$ cat src/hw/rtl/rls_pkg.sv
package rls_pkg;

  // Defaults for the top-level parameters
  localparam int MAX_LEVELS_DEF = 32;
  localparam int DIM_BITS_DEF   = 31;

  // Fixed field widths on the ports
  localparam int FIELD_W     = 31;
  localparam int LEVEL_W     = 6;
  localparam int REQ_TYPE_W  = 2;
  localparam int IN_TDATA_W  = 64;
  localparam int OUT_TDATA_W = 72;
  localparam int CFG_INDEX_W = 2;
  localparam int CFG_DATA_W  = 31;

  // Rounding modes; the unused code behaves as closest
  localparam logic [REQ_TYPE_W-1:0] MODE_CLOSEST = 2'd0;
  localparam logic [REQ_TYPE_W-1:0] MODE_UP      = 2'd1;
  localparam logic [REQ_TYPE_W-1:0] MODE_DOWN    = 2'd2;

  // Configuration register indexes
  localparam logic [CFG_INDEX_W-1:0] REG_IMAGE_WIDTH  = 2'd0;
  localparam logic [CFG_INDEX_W-1:0] REG_IMAGE_HEIGHT = 2'd1;
  localparam logic [CFG_INDEX_W-1:0] REG_LEVEL_COUNT  = 2'd2;

  // Controller to datapath
  typedef struct packed {
    logic load;  // capture request, start at full size
    logic step;  // evaluate current reduction, advance to the next
    logic emit;  // move the choice into the output register
  } rls_cmd_t;

  // Datapath to controller
  typedef struct packed {
    logic last;  // current reduction is the last one to evaluate
  } rls_stat_t;

endpackage

$ cat src/hw/rtl/rls_ctrl.sv
module rls_ctrl (
  input  logic              clk,
  input  logic              rst,
  input  logic              s_tvalid,
  output logic              s_tready,
  output logic              m_tvalid,
  input  logic              m_tready,
  input  rls_pkg::rls_stat_t stat,
  output rls_pkg::rls_cmd_t  cmd
);

  typedef enum logic [3:0] {
    S_IDLE  = 4'b0001,
    S_SCAN  = 4'b0010,
    S_FLUSH = 4'b0100,
    S_DONE  = 4'b1000
  } state_t;

  state_t state;
  state_t state_next;
  logic   o_valid;

  assign s_tready = (state == S_IDLE);
  assign m_tvalid = o_valid;

  always_comb begin
    cmd.load = s_tvalid && s_tready;
    cmd.step = (state == S_SCAN);
    cmd.emit = (state == S_DONE) && (!o_valid || m_tready);
  end

  always_comb begin
    state_next = state;
    unique case (state)
      S_IDLE:  if (cmd.load) state_next = S_SCAN;
      S_SCAN:  if (stat.last) state_next = S_FLUSH;
      S_FLUSH: state_next = S_DONE;
      S_DONE:  if (cmd.emit) state_next = S_IDLE;
      default: state_next = S_IDLE;
    endcase
  end

  always_ff @(posedge clk) begin
    if (rst) begin
      state   <= S_IDLE;
      o_valid <= 1'b0;
    end else begin
      state <= state_next;
      if (cmd.emit) begin
        o_valid <= 1'b1;
      end else if (m_tready) begin
        o_valid <= 1'b0;
      end
    end
  end

  // an accepted request starts evaluating in the next cycle
  a_load_then_step: assert property (@(posedge clk) disable iff (rst)
    cmd.load |=> cmd.step)
    else $error("request accepted but scan did not start");

  // a pending result is never overwritten
  a_no_overwrite: assert property (@(posedge clk) disable iff (rst)
    cmd.emit |-> (!m_tvalid || m_tready))
    else $error("result register overwritten while pending");

  // the scan cannot run past the flush into the output
  a_flush_after_last: assert property (@(posedge clk) disable iff (rst)
    (cmd.step && stat.last) |=> (!cmd.step && !cmd.emit))
    else $error("scan did not stop after last reduction");

endmodule

$ cat src/hw/rtl/rls_dp.sv
module rls_dp #(
  parameter int MAX_LEVELS = rls_pkg::MAX_LEVELS_DEF,
  parameter int DIM_BITS   = rls_pkg::DIM_BITS_DEF
) (
  input  logic                            clk,
  input  logic                            rst,
  input  rls_pkg::rls_cmd_t               cmd,
  output rls_pkg::rls_stat_t              stat,
  input  logic [DIM_BITS-1:0]             image_width,
  input  logic [DIM_BITS-1:0]             image_height,
  input  logic [rls_pkg::LEVEL_W-1:0]     level_count,
  input  logic [rls_pkg::REQ_TYPE_W-1:0]  req_type,
  input  logic [rls_pkg::FIELD_W-1:0]     req_width,
  input  logic [rls_pkg::FIELD_W-1:0]     req_height,
  output logic [rls_pkg::LEVEL_W-1:0]     level,
  output logic [rls_pkg::FIELD_W-1:0]     res_width,
  output logic [rls_pkg::FIELD_W-1:0]     res_height
);

  localparam int RW = $clog2(MAX_LEVELS + 1);

  // request and scan registers
  logic [rls_pkg::REQ_TYPE_W-1:0] mode;
  logic [DIM_BITS-1:0] rw, rh;
  logic [DIM_BITS-1:0] x, y;
  logic [RW-1:0]       r, nl_q;

  // evaluation stage
  logic                ev_valid;
  logic [DIM_BITS-1:0] ev_x, ev_y, ev_adx, ev_ady;
  logic [RW-1:0]       ev_r;
  logic                ev_up, ev_dn;

  // running choice
  logic [DIM_BITS-1:0] ow, oh;
  logic [DIM_BITS:0]   best;
  logic [RW-1:0]       pick;
  logic                found;

  logic [DIM_BITS:0]   x_inc, y_inc, d;
  logic [DIM_BITS-1:0] adx, ady;
  logic                hit_up, hit_dn;

  // ceil(v / 2^(r+1)) = ceil(ceil(v / 2^r) / 2)
  assign x_inc  = {1'b0, x} + 1'b1;
  assign y_inc  = {1'b0, y} + 1'b1;
  assign adx    = (x >= rw) ? x - rw : rw - x;
  assign ady    = (y >= rh) ? y - rh : rh - y;
  assign hit_up = (x >= rw) && (y >= rh);
  assign hit_dn = (x <= rw) && (y <= rh);
  assign d      = {1'b0, ev_adx} + {1'b0, ev_ady};

  assign stat.last = (r == nl_q);

  always_ff @(posedge clk) begin
    if (cmd.load) begin
      mode <= req_type;
      rw   <= req_width[DIM_BITS-1:0];
      rh   <= req_height[DIM_BITS-1:0];
      x    <= image_width;
      y    <= image_height;
      r    <= '0;
      nl_q <= (level_count > MAX_LEVELS) ? RW'(MAX_LEVELS) : RW'(level_count);
    end else if (cmd.step) begin
      x <= x_inc[DIM_BITS:1];
      y <= y_inc[DIM_BITS:1];
      r <= r + 1'b1;
    end
  end

  always_ff @(posedge clk) begin
    if (rst) begin
      ev_valid <= 1'b0;
    end else begin
      ev_valid <= cmd.step;
    end
  end

  always_ff @(posedge clk) begin
    if (cmd.step) begin
      ev_x   <= x;
      ev_y   <= y;
      ev_r   <= r;
      ev_adx <= adx;
      ev_ady <= ady;
      ev_up  <= hit_up;
      ev_dn  <= hit_dn;
    end
  end

  always_ff @(posedge clk) begin
    if (ev_valid) begin
      if (ev_r == '0) begin
        pick  <= '0;
        ow    <= ev_x;
        oh    <= ev_y;
        best  <= d;
        found <= ev_dn;
      end else begin
        unique case (mode)
          rls_pkg::MODE_UP: begin
            if (ev_up) begin
              pick <= ev_r;
              ow   <= ev_x;
              oh   <= ev_y;
            end
          end
          rls_pkg::MODE_DOWN: begin
            if (!found) begin
              pick  <= ev_r;
              ow    <= ev_x;
              oh    <= ev_y;
              found <= ev_dn;
            end
          end
          default: begin
            if (d < best) begin
              pick <= ev_r;
              ow   <= ev_x;
              oh   <= ev_y;
              best <= d;
            end
          end
        endcase
      end
    end
  end

  always_ff @(posedge clk) begin
    if (cmd.emit) begin
      level      <= rls_pkg::LEVEL_W'(nl_q - pick);
      res_width  <= rls_pkg::FIELD_W'(ow);
      res_height <= rls_pkg::FIELD_W'(oh);
    end
  end

  a_step_in_range: assert property (@(posedge clk) disable iff (rst)
    cmd.step |-> (r <= nl_q))
    else $error("scan stepped past the level count");

  a_pick_in_range: assert property (@(posedge clk) disable iff (rst)
    ev_valid |=> (pick <= nl_q))
    else $error("chosen reduction exceeds the level count");

  a_found_sticks: assert property (@(posedge clk) disable iff (rst)
    (ev_valid && (ev_r != '0) && found) |=> found)
    else $error("round-down hit was lost");

endmodule

$ cat src/hw/rtl/resolution_level_selector.sv
// Channel   Dir  Beat fields (lowest bit up)                         Handshake
// s_*       in   tdata: req_type[1:0], req_width[32:2], req_height[63:33]   tvalid/tready
// m_*       out  tdata: level[5:0], res_width[36:6], res_height[67:37], zero[71:68]
// cfg_*     in   cfg_index: register index, cfg_data: value         cfg_valid/cfg_ready
//
// After accept, the scan evaluates one reduction per cycle, full size through the
// last level, through a shared halving and distance unit, then one flush and one commit.
// The next request is accepted the cycle after the commit, even while the previous result
// still waits in the output register.
// Reset (rst, synchronous) restores image 1x1, zero levels, and empties the pipe.
// A stalled output holds its beat; the commit waits until the output register frees.
module resolution_level_selector #(
  parameter int MAX_LEVELS = rls_pkg::MAX_LEVELS_DEF,
  parameter int DIM_BITS   = rls_pkg::DIM_BITS_DEF
) (
  input  logic                             clk,
  input  logic                             rst,
  // request beat: req_type, req_width, req_height
  input  logic                             s_tvalid,
  output logic                             s_tready,
  input  logic [rls_pkg::IN_TDATA_W-1:0]   s_tdata,
  // result beat: level, res_width, res_height, zero pad
  output logic                             m_tvalid,
  input  logic                             m_tready,
  output logic [rls_pkg::OUT_TDATA_W-1:0]  m_tdata,
  // configuration writes
  input  logic                             cfg_valid,
  output logic                             cfg_ready,
  input  logic [rls_pkg::CFG_INDEX_W-1:0]  cfg_index,
  input  logic [rls_pkg::CFG_DATA_W-1:0]   cfg_data
);

  localparam int PAD_W = rls_pkg::OUT_TDATA_W - rls_pkg::LEVEL_W - 2 * rls_pkg::FIELD_W;

  // configuration registers
  logic [DIM_BITS-1:0]         image_width;
  logic [DIM_BITS-1:0]         image_height;
  logic [rls_pkg::LEVEL_W-1:0] level_count;

  rls_pkg::rls_cmd_t  cmd;
  rls_pkg::rls_stat_t stat;

  logic [rls_pkg::LEVEL_W-1:0] level;
  logic [rls_pkg::FIELD_W-1:0] res_width;
  logic [rls_pkg::FIELD_W-1:0] res_height;

  // Always take configuration beats; the user must send them only while the block is idle.
  assign cfg_ready = 1'b1;

  always_ff @(posedge clk) begin
    if (rst) begin
      image_width  <= DIM_BITS'(1);
      image_height <= DIM_BITS'(1);
      level_count  <= '0;
    end else if (cfg_valid && cfg_ready) begin
      // drop writes to indexes beyond the register list
      unique case (cfg_index)
        rls_pkg::REG_IMAGE_WIDTH:  image_width  <= cfg_data[DIM_BITS-1:0];
        rls_pkg::REG_IMAGE_HEIGHT: image_height <= cfg_data[DIM_BITS-1:0];
        rls_pkg::REG_LEVEL_COUNT:  level_count  <= cfg_data[rls_pkg::LEVEL_W-1:0];
        default: ;
      endcase
    end
  end

  rls_ctrl u_ctrl (
    .clk      (clk),
    .rst      (rst),
    .s_tvalid (s_tvalid),
    .s_tready (s_tready),
    .m_tvalid (m_tvalid),
    .m_tready (m_tready),
    .stat     (stat),
    .cmd      (cmd)
  );

  rls_dp #(
    .MAX_LEVELS (MAX_LEVELS),
    .DIM_BITS   (DIM_BITS)
  ) u_dp (
    .clk          (clk),
    .rst          (rst),
    .cmd          (cmd),
    .stat         (stat),
    .image_width  (image_width),
    .image_height (image_height),
    .level_count  (level_count),
    .req_type     (s_tdata[1:0]),
    .req_width    (s_tdata[32:2]),
    .req_height   (s_tdata[63:33]),
    .level        (level),
    .res_width    (res_width),
    .res_height   (res_height)
  );

  // Pack the result beat, lowest field first, pad to whole bytes.
  assign m_tdata = {{PAD_W{1'b0}}, res_height, res_width, level};

endmodule

$ cat config.mk
export PLATFORM = sky130hd
export DESIGN_NAME = resolution_level_selector
export DESIGN_NICKNAME = d
export VERILOG_FILES = /design/src/hw/rtl/rls_pkg.sv /design/src/hw/rtl/rls_ctrl.sv /design/src/hw/rtl/rls_dp.sv /design/src/hw/rtl/resolution_level_selector.sv
export SDC_FILE = /design/constraint.sdc
export NUM_CORES = 1
export LEC_CHECK = 0
export ABC_AREA = 0
export BUFFER_PORTS_ARGS = -buffer_cell sky130_fd_sc_hd__buf_2
export CAP_MARGIN = 20
export CORE_MARGIN = 4
export CORE_UTILIZATION = 54
export DETAILED_ROUTE_END_ITERATION = 8
export HOLD_SLACK_MARGIN = 0.1
export PLACE_DENSITY = 0.83
export SYNTH_ARGS = -nofsm -noshare
export SYNTH_HDL_FRONTEND = slang
export SYNTH_SLANG_ARGS = --single-unit
$ cat constraint.sdc
create_clock -name clk -period 17.7 [get_ports clk]
set_clock_uncertainty 0.1 [all_clocks]
set_input_delay 3.54 -clock clk [delete_from_list [all_inputs] [get_ports clk]]
set_output_delay 3.54 -clock clk [all_outputs]
set_load 0.05 [all_outputs]
## After elaboration in Yosys (flattened, before gate mapping)

Cells that the tools add are included.

- Logic and storage cells: 111
- Bits of input ports: 102
- Output and inout bits: 75
- Register bits after elaboration: 513

- Mux-type cells: 32
- $add $sub $neg: 9
- Magnitude comparators: 6
- Reduce and logical (&&, ||, !) cells: 21
- Eq/ne operators: 15

Operators with widths:

| cell | number |
|---|---|
| 31-bit 2-to-1 mux | 14 |
| 31-bit case mux with 2 select lines | 2 |
| 31-bit subtractor | 4 |
| 32-bit 2-to-1 mux | 3 |
| 31-bit by 1-bit adder with 32-bit output, second input constant | 2 |
| 31-bit greater-or-equal comparator | 2 |
| 31-bit <= comparator | 2 |
| 31-bit by 31-bit adder with 32-bit output | 1 |
| 32-bit less-than comparator | 1 |
| 6-bit 2-to-1 mux | 3 |
| 4-bit case mux with 4 select lines | 1 |
| 4-bit 2-to-1 mux | 3 |
| 6-bit case mux with 2 select lines | 1 |
| 2-bit AND reduction | 4 |
| 2-bit nonzero test | 4 |
| 6-bit by 1-bit adder with 6-bit output, second input constant | 1 |
| 6-bit equality test | 1 |
| 6-bit greater-than comparator, second input constant | 1 |
| 6-bit logical NOT | 1 |
| 2-bit inequality test, second input constant | 3 |
| 3-bit AND reduction | 2 |
| 6-bit subtractor | 1 |
| 1-bit 2-to-1 mux | 5 |
| 2-bit by 1-bit equality test with 1-bit output, second input constant | 2 |
| other kinds (15) | 19 |

## Longest topological paths before layout

- Depth after elaboration: 5
- Depth in mapped cells: 20
- Depth with buffers taken out: 20

## By module

From an unflattened synthesis, not the netlist that was laid out.

- Cell total of the unflattened synthesis: 2383
- Area total of the unflattened synthesis: 27303.7 µm²

By module, submodules not included:

| module | instances | area an instance (µm²) | cells each |
|---|---|---|---|
| rls_dp | 1 | 24175.7 | 2088 |
| resolution_level_selector | 1 | 2860.2 | 267 |
| rls_ctrl | 1 | 267.8 | 28 |

## Least setup slack after synthesis

OpenSTA, ideal clock, no wires.

- Path type: reg-to-reg
- From: reg u_dp.ev_ady[0]
- To: reg u_dp.oh[0] (enable)
- Data arrival time: 6.879 ns
- Cell stages (with the launch flop): 21
- Library setup time: 0.512 ns
- Path slack: 10.209 ns
- Buffers on the path: 0
- Data required time: 17.088 ns
- Period minus slack after synthesis: 7.491 ns
- Cells stage by stage: edfxtp_1 ha_1 inv_1 fa_1 nor2b_1 o21bai_1 a311oi_1 a2bb2oi_1 o21ai_1 o21a_1 o2111ai_1 nand2_1 o311ai_1 ha_1 nand4_1 nor4_1 a21oi_1 o211ai_1 a21oi_1 nand3_1 o211ai_1

- Longest elaborated chain between the ends: 4

RTL lines:

| element | RTL line | source |
|---|---|---|
| start: declaration | rls_dp.sv:30 | `logic [DIM_BITS-1:0] ev_x, ev_y, ev_adx, ev_ady;` |
| start signal: assignment | rls_dp.sv:85 | `ev_ady <= ady;` |
| 31-bit by 31-bit adder with 32-bit output | rls_dp.sv:51 | `assign d = {1'b0, ev_adx} + {1'b0, ev_ady};` |
| via u_dp.d[30] | rls_dp.sv:40 | `logic [DIM_BITS:0] x_inc, y_inc, d;` |
| 32-bit less-than comparator | rls_dp.sv:117 | `if (d < best) begin` |
| 4-bit nonzero test (no line) | -- |  |
| 4-bit AND reduction (no line) | -- |  |
| end signal: assignment | rls_dp.sv:105 | `oh <= ev_y;` |
| end signal: assignment | rls_dp.sv:112 | `oh <= ev_y;` |
| end signal: assignment | rls_dp.sv:120 | `oh <= ev_y;` |
| end: declaration | rls_dp.sv:35 | `logic [DIM_BITS-1:0] ow, oh;` |

The timed path passes the listed nets, and every way through them passes these cells.
A chain may end at the register's enable or synchronous reset.

## Worst setup path in the final report

- From: reg u_dp.ev_adx[0]
- To: reg u_dp.oh[16] (enable)

- Longest elaborated chain between the ends: 4

RTL lines:

| element | RTL line | source |
|---|---|---|
| start: declaration | rls_dp.sv:30 |  |
| start signal: assignment | rls_dp.sv:84 | `ev_adx <= adx;` |
| 31-bit by 31-bit adder with 32-bit output | rls_dp.sv:51 |  |
| via u_dp.d[30] | rls_dp.sv:40 |  |
| 32-bit less-than comparator | rls_dp.sv:117 |  |
| 4-bit nonzero test (no line) | -- |  |
| 4-bit AND reduction (no line) | -- |  |

The timed path passes the listed nets, and every way through them passes these cells.

==> summary.md <==
| Metric | Value |
|---|---|
| Remaining global-route overflow | 0 |
| Worst setup slack after placement | 11.67 ns |
| Final cycle utilization of the critical path | 0.328 |
| Post-synthesis simple-gate area fraction | 0.111 |
| Mean cell area of the mapped netlist | 11.0 sq um |
| Maximum vdd ir drop | 84.5 uV |
| Register clock-pin slew on the reported worst setup and hold paths | 0.06 ns |
| Die Area | 0.0539 sq mm |
| Non-filler cells in the finished layout | 3,319 |
| Tightest hold margin | 0.314 ns |
| Worst reg-to-reg path cell count | 21 |
| Number of DRC markers in iteration 0 | 1,869 |
| Clk Tree Root Cell | sky130_fd_sc_hd__clkbuf_16 |
| DRC violations left | 0 |
| Sum of internal, switching and leakage power | 3.57 mW |
| Clock network latency to the later pin of the worst-skew pair | 0.62 ns |
| XOR/XNOR Fraction of Synth Area | 0.0504 |
| Summed instance area of the synthesized netlist | 0.0271 sq mm |
| Estimated wirelength of the detail-placed design | 53.1 mm |
| Layout overhead on the synthesized area | 10.8% |
| Maximum number of pins on one net before global-route repair | 115 |
| Highest Clock Rate | 0.172 GHz |
| Number of buffers inserted for hold repair after clock tree synthesis | 0 |
| Total number of vias | 19,400 |
| Core area | 0.0493 sq mm |
| Synthesized netlist cell count | 2,477 |
| Share of cells above drive strength 1 | 0.115 |
| Number of antenna violations at the first check in global routing | 1 |
| Power per cell area | 119 mW/mm^2 |
| Rows | 81 |
| Wire length per cell after detailed routing | 21.5 um |
| Fraction of synthesized area in multiplexers | 0.0131 |
| Max-cap violations | 0 |
| Path type of the worst setup path | reg -> reg |
| First-pass GRT wire length | 109 mm |
| Post-synth top flop | sky130_fd_sc_hd__edfxtp_1 |
| Number of clock buffers inserted by TritonCTS | 53 |
| Setup slack, reg-to-reg | 11.90 ns |
| Port Buffers | 171 |
| Fraction of the yosys area taken by sequential cells | 0.538 |
| Detail-routed via count per cell | 5.85 |
| Ant. Diodes | 0 |
| Fraction of the mapped netlist area in compound gates | 0.143 |
| Number of H-tree levels | 2 |
| Area of all placed cells without fillers | 0.0300 sq mm |
| Worst slew pin tran | 1.03 ns |
| Number of synthesized flops with an enable pin | 433 |
| Setup crit start kind | register |
| Height of the chip | 232 um |
| DR pass1 iterations | 5 |
| Final WS setup | 11.90 ns |
| Classification of the worst-slack hold path | reg -> reg |
| Total wire length | 71.2 mm |
| Number of nets in the final layout | 2,914 |
| Crit path max fanout | 39 |
| Commonest cells after routing, fill and taps aside | 433 x sky130_fd_sc_hd__edfxtp_1, 293 x sky130_fd_sc_hd__nand2_1, 226 x sky130_fd_sc_hd__a21oi_1, 200 x sky130_fd_sc_hd__inv_1, 194 x sky130_fd_sc_hd__ha_1 |
| Clock tree from TritonCTS | built |
| Post-CTS Resized | 0 |
| Horiz. Die Dim | 232 um |
| Core Util, Final | 0.610 |
| Worst endpoint required time | 17.85 ns |
| Count of synthesis-stage warnings from yosys | 0 |
| Relative slew margins | 0.310 |
| Post-DP Area | 0.0284 sq mm |
| Via count of the first global-routing pass | 19,100 |
| Most common library cell in the layout ignoring fill and taps | sky130_fd_sc_hd__edfxtp_1 |
| Area share of fa/ha/maj cells after synthesis | 0.0939 |
| Source of the critical timing path | u_dp.ev_adx[0] |
| Final-layout setup total negative slack | 0 ns |
| Antenna viol nets, final | 0 |
| Proportion of register bits with asynchronous set or reset after synthesis | 0 |
| Deepest clock path buffer count | 3 |
| Effective utilization at floorplan | 0.551 |
| Combinational family with the most area after synthesis | compound AO/OA/AOI/OAI gates |
| Finish-stage setup viols | 0 |
| Placer's final routability congestion estimate | 0.967 |
| Hold violation total from the final report | 0 |
| Number of library cell types mapped by synthesis | 91 |
| CP Capture Type | register |
| Unrepaired setup endpoints after global routing | no |
| Number of ports placed on the die boundary | 177 |
| Overall Global Routing Usage | 0.261 |
| Worst flop-to-flop path startpoint | u_dp.ev_adx[0] |
| Count of state elements after synthesis | 513 |
| Capturing point of the worst reg2reg path | u_dp.oh[16] |
| Setup repair bufs after CTS | 0 |
| CP Data Arrival Time | 5.95 ns |
| Placed insts | 3,220 |
| Timing endpoint of the critical path | u_dp.oh[16] |
| Leakage power total | 11.9 nW |
| Result of the run | finished clean |
| Time the worst path needs with I/O delays and setup | 5.80 ns |
| Max-slew violation count | 0 |
| Sinks on Clock Net | 513 |
## final cells by class
cell class                      count  area [sq um]
Clock buffer                       65          1380
Clock inverter                     33           293
Fill cell                        3938         19200
Inverter                          202           766
Multi-Input combinational cell   1658         11200
Sequential cell                   513         14600
Tap cell                          664           831
Timing Repair Buffer              184           968
## kinds of logic (layout without fill, tap and decap cells)
group                    count (synthesis)  count (layout)
flip-flops                             513             513
AO/OA/AOI/OAI                          623             623
AND/OR/NAND/NOR                        639             639
multiplexers                            35              35
adder cells (fa/ha/maj)                200             200
other                                    2               5
buffers and inverters                  309             484
XOR/XNOR                               156             156
## registers in the layout, summed over array words and instances (netlist names), 31 cells and up
register	cells
u_dp.ow	31
u_dp.oh	31
u_dp.ev_adx	31
u_dp.y	31
image_width	31
u_dp.ev_x	31
u_dp.ev_y	31
u_dp.res_width	31
u_dp.x	31
u_dp.best	32
u_dp.res_height	31
image_height	31
u_dp.ev_ady	31
u_dp.rw	31
u_dp.rh	31
## per-layer routing
metal,track usage,wire length (um),part of all wire
met1,0.363,30800,0.43
met2,0.422,33100,0.47
met3,0.0355,4550,0.064
met4,0.0970,2740,0.039
met5,0,0,0
## power by group
group	switching (mW)	total, mW	internal, mW
logic	0.613	0.964	0.350
clock network	0.474	1.08	0.604
registers	0.0812	1.53	1.44
total	1.17	3.57	2.40
## critical path, cell delays in order, from the launching register on
cell and delay [ns]:
sky130_fd_sc_hd__edfxtp_1 0.33, sky130_fd_sc_hd__ha_1 0.17, sky130_fd_sc_hd__inv_1 0.06, sky130_fd_sc_hd__fa_1 0.40, sky130_fd_sc_hd__nor2b_1 0.18, sky130_fd_sc_hd__o21bai_1 0.11, sky130_fd_sc_hd__a311oi_1 0.42, sky130_fd_sc_hd__a2bb2oi_1 0.30
sky130_fd_sc_hd__o21ai_1 0.26, sky130_fd_sc_hd__o21a_1 0.27, sky130_fd_sc_hd__o2111ai_1 0.23, sky130_fd_sc_hd__nand2_1 0.13, sky130_fd_sc_hd__o311ai_1 0.43, sky130_fd_sc_hd__ha_1 0.33, sky130_fd_sc_hd__nand4_1 0.15, sky130_fd_sc_hd__nor4_1 0.10
sky130_fd_sc_hd__a21oi_1 0.15, sky130_fd_sc_hd__o211ai_1 0.11, sky130_fd_sc_hd__a21oi_1 0.21, sky130_fd_sc_hd__nand3_1 0.10, sky130_fd_sc_hd__o211ai_1 0.26, sky130_fd_sc_hd__buf_4 0.58
## Yosys cell counts (all sizes together), types with 17 or more instances
cell    number  area (sq um)
a211oi      25           198
o21ai      136           684
ha         194          2430
inv        202           758
clkbuf      64           272
xor2        45           394
dfxtp       80          1600
nor2b       31           194
a21o        89           672
edfxtp     433         13000
o21a        20           153
nand2      295          1110
buf         43           324
mux2i       31           310
nand2b      17           106
nor2       111           417
nand3       42           215
nor3        37           190
nand4       31           209
a21oi      230          1170
xnor2      111           972
o21bai      21           158
## how the worst min path moves through the flow
stage,startpoint,end,slack (ns),depth (start not counted)
floorplan,u_dp.ev_y[0],u_dp.oh[0],0.30,0
global placement,u_dp.ev_y[21],u_dp.oh[21],0.30,0
detailed placement,u_dp.ev_y[28],u_dp.oh[28],0.30,0
CTS,u_dp.ev_y[5],u_dp.oh[5],0.31,0
global route,u_dp.ev_y[14],u_dp.oh[14],0.32,0
finish,u_dp.ev_y[5],u_dp.oh[5],0.31,0
(Power assumes the default switching activity.)
